--- config.mk ---
export PLATFORM = sky130hd
export DESIGN_NAME = aabb_grid_cell_binning_top
export DESIGN_NICKNAME = d
export VERILOG_FILES = /design/src/design/agcb_pkg.sv /design/src/design/agcb_front.sv /design/src/design/agcb_queue.sv /design/src/design/agcb_back.sv /design/src/design/aabb_grid_cell_binning_top.sv
export VERILOG_INCLUDE_DIRS = /design/src /design/src/design
export SDC_FILE = /design/constraint.sdc
export NUM_CORES = 2
export LEC_CHECK = 0
export BUFFER_PORTS_ARGS = -buffer_cell sky130_fd_sc_hd__buf_4
export CAP_MARGIN = 10
export CORE_MARGIN = 2
export CORE_UTILIZATION = 65
export CTS_CLUSTER_DIAMETER = 200
export CTS_CLUSTER_SIZE = 10
export DETAILED_ROUTE_END_ITERATION = 8
export MAX_ROUTING_LAYER = met4
export PLACE_DENSITY_LB_ADDON = 0.1
export SETUP_SLACK_MARGIN = 0.4
export SYNTH_ARGS = -nofsm -noshare
export SYNTH_HDL_FRONTEND = slang
export SYNTH_HIERARCHICAL = 1
export SYNTH_SLANG_ARGS = --single-unit
export TNS_END_PERCENT = 10
--- constraint.sdc ---
create_clock -name clk -period 18 [get_ports clk]
set_clock_uncertainty 0.05 [all_clocks]
set_input_delay 2.7 -clock clk [delete_from_list [all_inputs] [get_ports clk]]
set_output_delay 2.7 -clock clk [all_outputs]
set_load 0.05 [all_outputs]
--- src/design/aabb_grid_cell_binning_top_assert.svh ---
// assertion macros shared by the binning block
`ifndef AABB_GRID_CELL_BINNING_TOP_ASSERT_SVH
`define AABB_GRID_CELL_BINNING_TOP_ASSERT_SVH

// same-cycle implication, checked out of reset
`define AGCB_ASSERT_NOW(label, clk, rst_n, ante, cons) \
    label: assert property (@(posedge clk) disable iff (!rst_n) (ante) |-> (cons)) \
        else $error("agcb assertion failed");

// next-cycle implication, checked out of reset
`define AGCB_ASSERT_NEXT(label, clk, rst_n, ante, cons) \
    label: assert property (@(posedge clk) disable iff (!rst_n) (ante) |=> (cons)) \
        else $error("agcb assertion failed");

`endif

--- src/design/agcb_pkg.sv ---
`default_nettype none

package agcb_pkg;

    // most cells on one axis, and counter width for it
    localparam int AXIS_CELLS_MAX = 4;
    localparam int AXW = 2;

    // axis slots
    localparam int AXIS_X = 0;
    localparam int AXIS_Y = 1;
    localparam int AXIS_Z = 2;

    // configuration register indexes
    localparam logic [2:0] REG_GRID_MIN_X  = 3'd0;
    localparam logic [2:0] REG_GRID_MIN_Y  = 3'd1;
    localparam logic [2:0] REG_GRID_MIN_Z  = 3'd2;
    localparam logic [2:0] REG_CELL_SIZE_X = 3'd3;
    localparam logic [2:0] REG_CELL_SIZE_Y = 3'd4;
    localparam logic [2:0] REG_CELL_SIZE_Z = 3'd5;

    localparam logic signed [31:0] GRID_MIN_RESET  = 32'sd0;
    localparam logic [30:0]        CELL_SIZE_RESET = 31'd65536;

    // one classified instance, waiting for the cell walk
    typedef struct packed {
        logic [7:0]                  object_id;
        logic [15:0]                 instance_id;
        logic [AXIS_CELLS_MAX-1:0]   mask_x;
        logic [AXIS_CELLS_MAX-1:0]   mask_y;
        logic [AXIS_CELLS_MAX-1:0]   mask_z;
    } bin_job_t;

    // signed 32-bit add clamped to the 32-bit range
    function automatic logic signed [31:0] sat_add32(input logic signed [31:0] a,
                                                      input logic signed [31:0] b);
        logic signed [32:0] s;
        s = 33'(a) + 33'(b);
        if (s[32] != s[31])
            return s[32] ? 32'sh8000_0000 : 32'sh7fff_ffff;
        return s[31:0];
    endfunction

    // position of the highest set bit of an axis mask
    function automatic logic [AXW-1:0] top_bit(input logic [AXIS_CELLS_MAX-1:0] m);
        logic [AXW-1:0] r;
        r = '0;
        for (int i = 0; i < AXIS_CELLS_MAX; i++)
            if (m[i])
                r = AXW'(i);
        return r;
    endfunction

endpackage

`default_nettype wire

--- src/design/agcb_front.sv ---
`default_nettype none

module agcb_front #(
    parameter int CELLS_X = 4,
    parameter int CELLS_Y = 4,
    parameter int CELLS_Z = 4
) (
    input  wire logic                clk,
    input  wire logic                rst_n,
    input  wire logic                cfg_valid,
    output logic                     cfg_ready,
    input  wire logic [2:0]          cfg_index,
    input  wire logic [31:0]         cfg_data,
    input  wire logic                in_valid,
    output logic                     in_ready,
    input  wire logic [7:0]          object_id,
    input  wire logic [15:0]         instance_id,
    input  wire logic signed [31:0]  box_min_x,
    input  wire logic signed [31:0]  box_min_y,
    input  wire logic signed [31:0]  box_min_z,
    input  wire logic signed [31:0]  box_max_x,
    input  wire logic signed [31:0]  box_max_y,
    input  wire logic signed [31:0]  box_max_z,
    input  wire logic signed [31:0]  offset_x,
    input  wire logic signed [31:0]  offset_y,
    input  wire logic signed [31:0]  offset_z,
    output agcb_pkg::bin_job_t       job,
    output logic                     job_valid,
    input  wire logic                job_ready
);

    localparam int NAX = 3;
    localparam int NC  = agcb_pkg::AXIS_CELLS_MAX;
    localparam int AXIS_CELLS [NAX] = '{CELLS_X, CELLS_Y, CELLS_Z};

    logic signed [31:0] grid_min_reg  [NAX];
    logic [30:0]        cell_size_reg [NAX];
    logic signed [35:0] lo_reg   [NAX][NC];
    logic signed [35:0] hi_reg   [NAX][NC];
    logic signed [35:0] lo_next  [NAX][NC];
    logic signed [35:0] hi_next  [NAX][NC];
    logic signed [31:0] bmin_reg [NAX];
    logic signed [31:0] bmax_reg [NAX];
    logic signed [31:0] in_min   [NAX];
    logic signed [31:0] in_max   [NAX];
    logic signed [31:0] in_off   [NAX];
    logic [7:0]         object_reg;
    logic [15:0]        instance_reg;
    logic               busy_reg;
    logic [NC-1:0]      mask [NAX];

    assign cfg_ready = 1'b1;
    assign in_ready  = !busy_reg;
    assign job_valid = busy_reg;

    assign in_min = '{box_min_x, box_min_y, box_min_z};
    assign in_max = '{box_max_x, box_max_y, box_max_z};
    assign in_off = '{offset_x, offset_y, offset_z};

    // cell bounds from the configuration, one add each
    always_comb
    begin
        for (int a = 0; a < NAX; a++)
        begin
            for (int i = 0; i < NC; i++)
            begin
                lo_next[a][i] = 36'(grid_min_reg[a])
                              + 36'($signed({5'b0, cell_size_reg[a]}) * 36'(i));
                hi_next[a][i] = 36'(grid_min_reg[a])
                              + 36'($signed({5'b0, cell_size_reg[a]}) * 36'(i + 1));
            end
        end
    end

    // inclusive overlap per axis and cell
    always_comb
    begin
        for (int a = 0; a < NAX; a++)
        begin
            for (int i = 0; i < NC; i++)
            begin
                if (i < AXIS_CELLS[a])
                    mask[a][i] = !((36'(bmin_reg[a]) > hi_reg[a][i])
                                || (36'(bmax_reg[a]) < lo_reg[a][i]));
                else
                    mask[a][i] = 1'b0;
            end
        end
    end

    always_comb
    begin
        job.object_id   = object_reg;
        job.instance_id = instance_reg;
        job.mask_x      = mask[agcb_pkg::AXIS_X];
        job.mask_y      = mask[agcb_pkg::AXIS_Y];
        job.mask_z      = mask[agcb_pkg::AXIS_Z];
    end

    always_ff @(posedge clk or negedge rst_n)
    begin
        if (!rst_n)
        begin
            for (int a = 0; a < NAX; a++)
            begin
                grid_min_reg[a]  <= agcb_pkg::GRID_MIN_RESET;
                cell_size_reg[a] <= agcb_pkg::CELL_SIZE_RESET;
                for (int i = 0; i < NC; i++)
                begin
                    lo_reg[a][i] <= 36'(i) * 36'(agcb_pkg::CELL_SIZE_RESET);
                    hi_reg[a][i] <= 36'(i + 1) * 36'(agcb_pkg::CELL_SIZE_RESET);
                end
            end
            busy_reg <= 1'b0;
        end
        else
        begin
            if (cfg_valid)
            begin
                unique case (cfg_index)
                    agcb_pkg::REG_GRID_MIN_X:  grid_min_reg[agcb_pkg::AXIS_X]  <= cfg_data;
                    agcb_pkg::REG_GRID_MIN_Y:  grid_min_reg[agcb_pkg::AXIS_Y]  <= cfg_data;
                    agcb_pkg::REG_GRID_MIN_Z:  grid_min_reg[agcb_pkg::AXIS_Z]  <= cfg_data;
                    agcb_pkg::REG_CELL_SIZE_X: cell_size_reg[agcb_pkg::AXIS_X] <= cfg_data[30:0];
                    agcb_pkg::REG_CELL_SIZE_Y: cell_size_reg[agcb_pkg::AXIS_Y] <= cfg_data[30:0];
                    agcb_pkg::REG_CELL_SIZE_Z: cell_size_reg[agcb_pkg::AXIS_Z] <= cfg_data[30:0];
                    default: ;
                endcase
            end
            lo_reg <= lo_next;
            hi_reg <= hi_next;
            if (in_valid && in_ready)
                busy_reg <= 1'b1;
            else if (job_valid && job_ready)
                busy_reg <= 1'b0;
        end
    end

    // offset box, saturated per axis
    always_ff @(posedge clk)
    begin
        if (in_valid && in_ready)
        begin
            object_reg   <= object_id;
            instance_reg <= instance_id;
            for (int a = 0; a < NAX; a++)
            begin
                bmin_reg[a] <= agcb_pkg::sat_add32(in_min[a], in_off[a]);
                bmax_reg[a] <= agcb_pkg::sat_add32(in_max[a], in_off[a]);
            end
        end
    end

endmodule

`default_nettype wire

--- src/design/agcb_queue.sv ---
`default_nettype none

module agcb_queue #(
    parameter int DEPTH = 2
) (
    input  wire logic               clk,
    input  wire logic               rst_n,
    input  wire agcb_pkg::bin_job_t push_job,
    input  wire logic               push_valid,
    output logic                    push_ready,
    output agcb_pkg::bin_job_t      pop_job,
    output logic                    pop_valid,
    input  wire logic               pop_ready
);

    localparam int PW = (DEPTH > 1) ? $clog2(DEPTH) : 1;
    localparam int CW = $clog2(DEPTH + 1);

    agcb_pkg::bin_job_t slot_reg [DEPTH];
    logic [PW-1:0] wr_ptr_reg;
    logic [PW-1:0] rd_ptr_reg;
    logic [CW-1:0] count_reg;
    logic          do_push;
    logic          do_pop;

    assign push_ready = (count_reg != CW'(DEPTH));
    assign pop_valid  = (count_reg != '0);
    assign pop_job    = slot_reg[rd_ptr_reg];
    assign do_push    = push_valid && push_ready;
    assign do_pop     = pop_valid && pop_ready;

    always_ff @(posedge clk or negedge rst_n)
    begin
        if (!rst_n)
        begin
            wr_ptr_reg <= '0;
            rd_ptr_reg <= '0;
            count_reg  <= '0;
        end
        else
        begin
            if (do_push)
                wr_ptr_reg <= (wr_ptr_reg == PW'(DEPTH - 1)) ? '0 : wr_ptr_reg + 1'b1;
            if (do_pop)
                rd_ptr_reg <= (rd_ptr_reg == PW'(DEPTH - 1)) ? '0 : rd_ptr_reg + 1'b1;
            if (do_push && !do_pop)
                count_reg <= count_reg + 1'b1;
            else if (do_pop && !do_push)
                count_reg <= count_reg - 1'b1;
        end
    end

    always_ff @(posedge clk)
    begin
        if (do_push)
            slot_reg[wr_ptr_reg] <= push_job;
    end

endmodule

`default_nettype wire

--- src/design/agcb_back.sv ---
`default_nettype none

module agcb_back #(
    parameter int CELLS_X = 4,
    parameter int CELLS_Y = 4,
    parameter int CELLS_Z = 4
) (
    input  wire logic               clk,
    input  wire logic               rst_n,
    input  wire agcb_pkg::bin_job_t job,
    input  wire logic               job_valid,
    output logic                    job_ready,
    output logic                    out_valid,
    input  wire logic               out_ready,
    output logic [7:0]              echo_object,
    output logic [15:0]             echo_instance,
    output logic [5:0]              cell_index,
    output logic                    hit,
    output logic                    last
);

    localparam int AXW = agcb_pkg::AXW;

    typedef enum logic {
        S_IDLE,
        S_WALK
    } state_t;

    state_t         state_reg;
    logic [AXW-1:0] y_reg;
    logic [AXW-1:0] x_reg;
    logic [AXW-1:0] z_reg;
    logic           out_valid_reg;
    logic [7:0]     object_reg;
    logic [15:0]    instance_reg;
    logic [5:0]     index_reg;
    logic           hit_reg;
    logic           last_reg;

    logic           any_miss;
    logic           hit_cell;
    logic           is_last;
    logic           can_load;
    logic [5:0]     index_now;

    assign out_valid     = out_valid_reg;
    assign echo_object   = object_reg;
    assign echo_instance = instance_reg;
    assign cell_index    = index_reg;
    assign hit           = hit_reg;
    assign last          = last_reg;

    always_comb
    begin
        any_miss  = (job.mask_x == '0) || (job.mask_y == '0) || (job.mask_z == '0);
        hit_cell  = job.mask_y[y_reg] && job.mask_x[x_reg] && job.mask_z[z_reg];
        // last hit is the corner of the highest set bits
        is_last   = (y_reg == agcb_pkg::top_bit(job.mask_y))
                 && (x_reg == agcb_pkg::top_bit(job.mask_x))
                 && (z_reg == agcb_pkg::top_bit(job.mask_z));
        can_load  = !out_valid_reg || out_ready;
        index_now = 6'((int'(y_reg) * CELLS_X + int'(x_reg)) * CELLS_Z + int'(z_reg));
        unique case (state_reg)
            S_IDLE:  job_ready = job_valid && any_miss && can_load;
            S_WALK:  job_ready = hit_cell && is_last && can_load;
            default: job_ready = 1'b0;
        endcase
    end

    always_ff @(posedge clk or negedge rst_n)
    begin
        if (!rst_n)
        begin
            state_reg     <= S_IDLE;
            y_reg         <= '0;
            x_reg         <= '0;
            z_reg         <= '0;
            out_valid_reg <= 1'b0;
        end
        else
        begin
            if (out_valid_reg && out_ready)
                out_valid_reg <= 1'b0;
            unique case (state_reg)
                S_IDLE:
                begin
                    if (job_valid)
                    begin
                        if (any_miss)
                        begin
                            if (can_load)
                            begin
                                out_valid_reg <= 1'b1;
                                object_reg    <= job.object_id;
                                instance_reg  <= job.instance_id;
                                index_reg     <= '0;
                                hit_reg       <= 1'b0;
                                last_reg      <= 1'b1;
                            end
                        end
                        else
                        begin
                            state_reg <= S_WALK;
                            y_reg     <= '0;
                            x_reg     <= '0;
                            z_reg     <= '0;
                        end
                    end
                end
                S_WALK:
                begin
                    if (!hit_cell || can_load)
                    begin
                        if (hit_cell)
                        begin
                            out_valid_reg <= 1'b1;
                            object_reg    <= job.object_id;
                            instance_reg  <= job.instance_id;
                            index_reg     <= index_now;
                            hit_reg       <= 1'b1;
                            last_reg      <= is_last;
                        end
                        if (hit_cell && is_last)
                            state_reg <= S_IDLE;
                        else if (z_reg == AXW'(CELLS_Z - 1))
                        begin
                            z_reg <= '0;
                            if (x_reg == AXW'(CELLS_X - 1))
                            begin
                                x_reg <= '0;
                                y_reg <= y_reg + 1'b1;
                            end
                            else
                                x_reg <= x_reg + 1'b1;
                        end
                        else
                            z_reg <= z_reg + 1'b1;
                    end
                end
                default: state_reg <= S_IDLE;
            endcase
        end
    end

endmodule

`default_nettype wire

--- src/design/aabb_grid_cell_binning_top.sv ---
`default_nettype none

// aabb grid cell binning: takes one instance word (local box, offset, ids), adds the offset
// with saturation and reports every cell of a CELLS_X x CELLS_Y x CELLS_Z grid whose box
// overlaps it, inclusive, in y, x, z order; a box touching no cell gives one miss word
// (hit 0, cell_index 0, last 1). the front takes no new instance while it holds one: the
// offset add is registered, and all cell bounds on each axis are tested on the registered
// box. the back walks the grid one cell per cycle unless a hit cell waits on a stalled
// result, and stops at the last overlapping cell; the cell walk sets the sustained rate.
// a queue of QUEUE_DEPTH instances lets the front keep taking words during a walk, and a
// stalled result holds the back, and the front once the queue is full. configuration
// writes are always ready; a write lands in the configuration registers and the cell bounds
// are registered from them, so no instance should follow a write in the same cycle.

module aabb_grid_cell_binning_top #(
    parameter int CELLS_X     = 4,
    parameter int CELLS_Y     = 4,
    parameter int CELLS_Z     = 4,
    parameter int QUEUE_DEPTH = 2
) (
    input  wire logic               clk,
    input  wire logic               rst_n,
    // configuration write channel
    input  wire logic               cfg_valid,
    output logic                    cfg_ready,
    input  wire logic [2:0]         cfg_index,
    input  wire logic [31:0]        cfg_data,
    // instance words in
    input  wire logic               in_valid,
    output logic                    in_ready,
    input  wire logic [7:0]         object_id,
    input  wire logic [15:0]        instance_id,
    input  wire logic signed [31:0] box_min_x,
    input  wire logic signed [31:0] box_min_y,
    input  wire logic signed [31:0] box_min_z,
    input  wire logic signed [31:0] box_max_x,
    input  wire logic signed [31:0] box_max_y,
    input  wire logic signed [31:0] box_max_z,
    input  wire logic signed [31:0] offset_x,
    input  wire logic signed [31:0] offset_y,
    input  wire logic signed [31:0] offset_z,
    // result words out
    output logic                    out_valid,
    input  wire logic               out_ready,
    output logic [7:0]              echo_object,
    output logic [15:0]             echo_instance,
    output logic [5:0]              cell_index,
    output logic                    hit,
    output logic                    last
);

    // classified instance from front to queue
    agcb_pkg::bin_job_t push_job;
    logic               push_valid;
    logic               push_ready;
    // head of queue to the cell walk
    agcb_pkg::bin_job_t pop_job;
    logic               pop_valid;
    logic               pop_ready;

    // front: config registers, offset add, per-axis overlap masks
    agcb_front #(
        .CELLS_X (CELLS_X),
        .CELLS_Y (CELLS_Y),
        .CELLS_Z (CELLS_Z)
    ) u_front (
        .clk         (clk),
        .rst_n       (rst_n),
        .cfg_valid   (cfg_valid),
        .cfg_ready   (cfg_ready),
        .cfg_index   (cfg_index),
        .cfg_data    (cfg_data),
        .in_valid    (in_valid),
        .in_ready    (in_ready),
        .object_id   (object_id),
        .instance_id (instance_id),
        .box_min_x   (box_min_x),
        .box_min_y   (box_min_y),
        .box_min_z   (box_min_z),
        .box_max_x   (box_max_x),
        .box_max_y   (box_max_y),
        .box_max_z   (box_max_z),
        .offset_x    (offset_x),
        .offset_y    (offset_y),
        .offset_z    (offset_z),
        .job         (push_job),
        .job_valid   (push_valid),
        .job_ready   (push_ready)
    );

    // short queue decoupling classification from the walk
    agcb_queue #(
        .DEPTH (QUEUE_DEPTH)
    ) u_queue (
        .clk        (clk),
        .rst_n      (rst_n),
        .push_job   (push_job),
        .push_valid (push_valid),
        .push_ready (push_ready),
        .pop_job    (pop_job),
        .pop_valid  (pop_valid),
        .pop_ready  (pop_ready)
    );

    // back: grid walk and registered result word
    agcb_back #(
        .CELLS_X (CELLS_X),
        .CELLS_Y (CELLS_Y),
        .CELLS_Z (CELLS_Z)
    ) u_back (
        .clk           (clk),
        .rst_n         (rst_n),
        .job           (pop_job),
        .job_valid     (pop_valid),
        .job_ready     (pop_ready),
        .out_valid     (out_valid),
        .out_ready     (out_ready),
        .echo_object   (echo_object),
        .echo_instance (echo_instance),
        .cell_index    (cell_index),
        .hit           (hit),
        .last          (last)
    );

`include "aabb_grid_cell_binning_top_assert.svh"

    // a miss word is always the only and last word, at cell zero
    `AGCB_ASSERT_NOW(a_miss_shape, clk, rst_n, out_valid && !hit, last && (cell_index == 6'd0))
    // front holds a single instance until it is queued
    `AGCB_ASSERT_NEXT(a_front_single, clk, rst_n, in_valid && in_ready, !in_ready)
    // after a push the queue shows a valid head next cycle
    `AGCB_ASSERT_NEXT(a_queue_push, clk, rst_n, push_valid && push_ready, pop_valid)

endmodule

`default_nettype wire
==> impl_metrics.env <==
export IMPL_htree_levels=3
export IMPL_hold_viol_final=0
export IMPL_yosysSeqAreaShare_pct=32.61
export IMPL_syn_to_final_growth_pct=9.754
export IMPL_synth_top_area_share_pct=22.07
export IMPL_cts_tree="done"
export IMPL_grt_ovfl_total=0
export IMPL_grt_usage_pct=38.07
export IMPL_slew_violations=0
export IMPL_rsz0062_at_grt="false"
export IMPL_synth_area_leader_cell="ha_1"
export IMPL_syn_inst=8586
export IMPL_cp_max_fo=27
export IMPL_dp_hpwl_mm=197.0
export IMPL_cts_resized=0
export IMPL_die_area_sq_um=130600
export IMPL_crit_type="input port to flip-flop"
export IMPL_dp_cells=10550
export IMPL_cts_hold_fix_buffers=0
export IMPL_globalplace_congestion=0.9835
export IMPL_cts_buffer_depth=3
export IMPL_fin_setup_tns_ns=0
export IMPL_num_io_pins=387
export IMPL_cts_made_buffers=111
export IMPL_largest_reg_flops=405
export IMPL_fp_coreArea_sq_um=127200
export IMPL_fin_crit_ns=6.616
export IMPL_ys_async_sr_fraction_pct=68.53
export IMPL_rows=131
export IMPL_fin_cells=10740
export IMPL_antenna_left=0
export IMPL_synth_compound_area_share_pct=20.86
export IMPL_start_util_pct=65.26
export IMPL_fin_crit_sh_pct=36.75
export IMPL_seqCellArea_sq_um=27070
export IMPL_synthXorXnorAreaFrac_pct=6.383
export IMPL_antenna_found_initial=9
export IMPL_first_pass_iters=9
export IMPL_hp_class="flip-flop to flip-flop"
export IMPL_critPathCaptureType="flip-flop"
export IMPL_io_buffers=385
export IMPL_clock_latency_ns=0.76
export IMPL_grt_pass1_wl_mm=379.1
export IMPL_ys_ff_latch=1017
export IMPL_drt_wirelength_per_cell_um=22.93
export IMPL_setup_viol=0
export IMPL_required_ns=18.53
export IMPL_synthMuxAreaShare_pct=3.176
export IMPL_yosys_area_share_simple_pct=10.33
export IMPL_synth_top_family_by_area="adder cells"
export IMPL_die_w_um=361.4
export IMPL_avgSynthCellArea_sq_um=9.668
export IMPL_yosys_warnings=6
export IMPL_synth_fa_ha_area_share_pct=22.78
export IMPL_layout_drive_gt1_share_pct=9.284
export IMPL_grt_pass1_vias=67670
export IMPL_syn_nets=10420
export IMPL_multi_input_area_sq_um=52830
export IMPL_synth_edf_count=320
export IMPL_die_h_um=361.4
export IMPL_postLayoutCoreUtil_pct=71.63
export IMPL_cap_viol_max_count=0
export IMPL_grt_max_degree=151
export IMPL_max_freq_mhz=151.2
export IMPL_drt_total_wl_mm=246.2
export IMPL_peakVddDrop_mv=0.1763
export IMPL_slew_headroom_pct=20.36
export IMPL_crit_path_start_kind="input port"
export IMPL_routed_via_density=6.439
export IMPL_remaining_drc_errors=0
export IMPL_fillers=9713
export IMPL_nNetsFinal=10830
export IMPL_worst_pin_slew_ns=1.192
export IMPL_postCtsSetupRepairBufs=0
export IMPL_drt_first_iter_violations=5974
export IMPL_cts_sinks=1017
export IMPL_p_per_area_nw_per_um2=169.4
export IMPL_mappedNetlistArea_sq_um=83010
export IMPL_yosys_top_cells_area="ha_1, dfrtp_1, edfxtp_1"
export IMPL_root_buffer="clkbuf_16"
export IMPL_arrival_ns=7.15
export IMPL_synthFlopType="dfrtp_1"
export IMPL_dr_total_vias=69140
export IMPL_ys_top_cells_by_count="ha_1, a21oi_1, inv_1"
export IMPL_leakagePower_nw=44.14
export IMPL_yosysMostFrequentCell="ha_1"
export IMPL_synthDistinctLibCells=97
export IMPL_status="finished clean"
export IMPL_clkSlewWorstSetupHoldPaths_ns=0.06
[power by group]
part | internal [W] | switching [W] | total, W
registers | 0.00336 | 0.000711 | 0.00407
logic | 0.00379 | 0.00544 | 0.00923
clock network | 0.00115 | 0.000983 | 0.00213
[cell type report]
cell class / count / area share (%)
antenna: 6 / 0.01648
inverter: 713 / 2.938
multi-input combinational: 6733 / 57.99
clock inverter: 8 / 0.2362
tap: 1662 / 2.282
sequential: 1017 / 29.72
clock buffer: 178 / 3.325
timing repair buffer: 420 / 3.497
[path summary, 6_finish.rpt]
| check | end | startpoint | slack [ns] | cells after the start |
|---|---|---|---|---|
| min in group asynchronous | u_front/grid_min_reg[94]$_DFFE_PN0P_ | rst_n | 1.89 | 1 |
| min | u_front/hi_reg[144]$_DFF_PN0_ | u_front/grid_min_reg[32]$_DFFE_PN0P_ | 0.38 | 0 |
| max in group asynchronous | u_front/hi_reg[37]$_DFF_PN0_ | rst_n | 12.89 | 4 |
| max | u_front/bmax_reg[0][33]$_DFFE_PP_ | offset_y[0] | 11.38 | 14 |
| min reg2reg | u_front/hi_reg[144]$_DFF_PN0_ | u_front/grid_min_reg[32]$_DFFE_PN0P_ | 0.38 | 0 |
| max reg2reg | u_front/hi_reg[214]$_DFF_PN0_ | u_front/cell_size_reg[32]$_DFFE_PN0P_ | 11.78 | 17 |
[routing by layer]
layer / share of wire [%] / routed length, um / global-route usage (%)
met5: 0 / 0 / -
met4: 4.7 / 11450 / 16.04
met3: 6.5 / 15960 / 4.638
met2: 47 / 114900 / 61.64
met1: 42 / 103900 / 48.41
[worst max-delay path, cell delays in order]
cell and delay (ns):
buf_4 0.09, ha_1 0.18, inv_1 0.07, fa_1 0.40, nor2b_1 0.14, o21a_1 0.14
o21ai_0 0.16, a211oi_1 0.42, o31ai_1 0.29, nor2_1 0.32, nand3_1 0.12, a31oi_1 0.85
nand2_1 0.88, a21oi_1 0.39
[stage by stage]
step	total power [W]	instance area, sq um	hold slack, ns	setup slack [ns]
final	0.01543	91110	0.3761	11.38
after global placement	0.01270	87850	0.3717	11.06
after floorplan	0.01035	83010	0.3262	4.988
after CTS	0.01526	91090	0.3780	11.64
after global routing	0.01653	91100	0.3855	11.18
after detailed placement	0.01303	87850	0.3762	10.85
[logic make-up (layout without fill, tap and decap cells)]
kind of cell | count (synthesis) | count (layout)
AOI/OAI and AO/OA | 2716 | 2716
xor gates and xnor gates | 605 | 605
adders and majority gates | 1502 | 1502
buffers and inverters | 836 | 1319
DFF | 1017 | 1017
muxes | 221 | 221
other | 1 | 7
and+or+nand+nor | 1688 | 1688
[layout by cell type (no fill, tap or decap), types with 25 or more instances in the layout]
master     Yosys  final
ha_1        1464   1464
a21oi_1      865    865
inv_1        713    713
dfrtp_1      679    678
a21o_1       598    598
o21ai_0      454    454
nor2_1       419    418
buf_4          1    417
xnor2_1      395    395
nand2_1      326    326
edfxtp_1     320    320
xor2_1       210    210
nand4_1      210    210
mux2_2       186    186
nor2b_1      145    144
nand3_1      140    140
clkbuf_16      0    111
nand2b_1     107    107
nor3_1       105    104
o21a_1       104    104
o21bai_1     102    102
a211oi_1      91     90
clkbuf_1     108     67
a31oi_1       58     58
o21ai_1       56     56
and3_1        54     53
o211ai_1      44     44
and4_1        35     35
a221oi_1      34     33
mux2_4        30     30
nor4_1        29     29
and2_1        29     29
a211o_1       29     29
o31ai_1       30     29
a2111oi_0     29     27
o2111ai_1     25     25
Power figures use the tool's default switching activity.
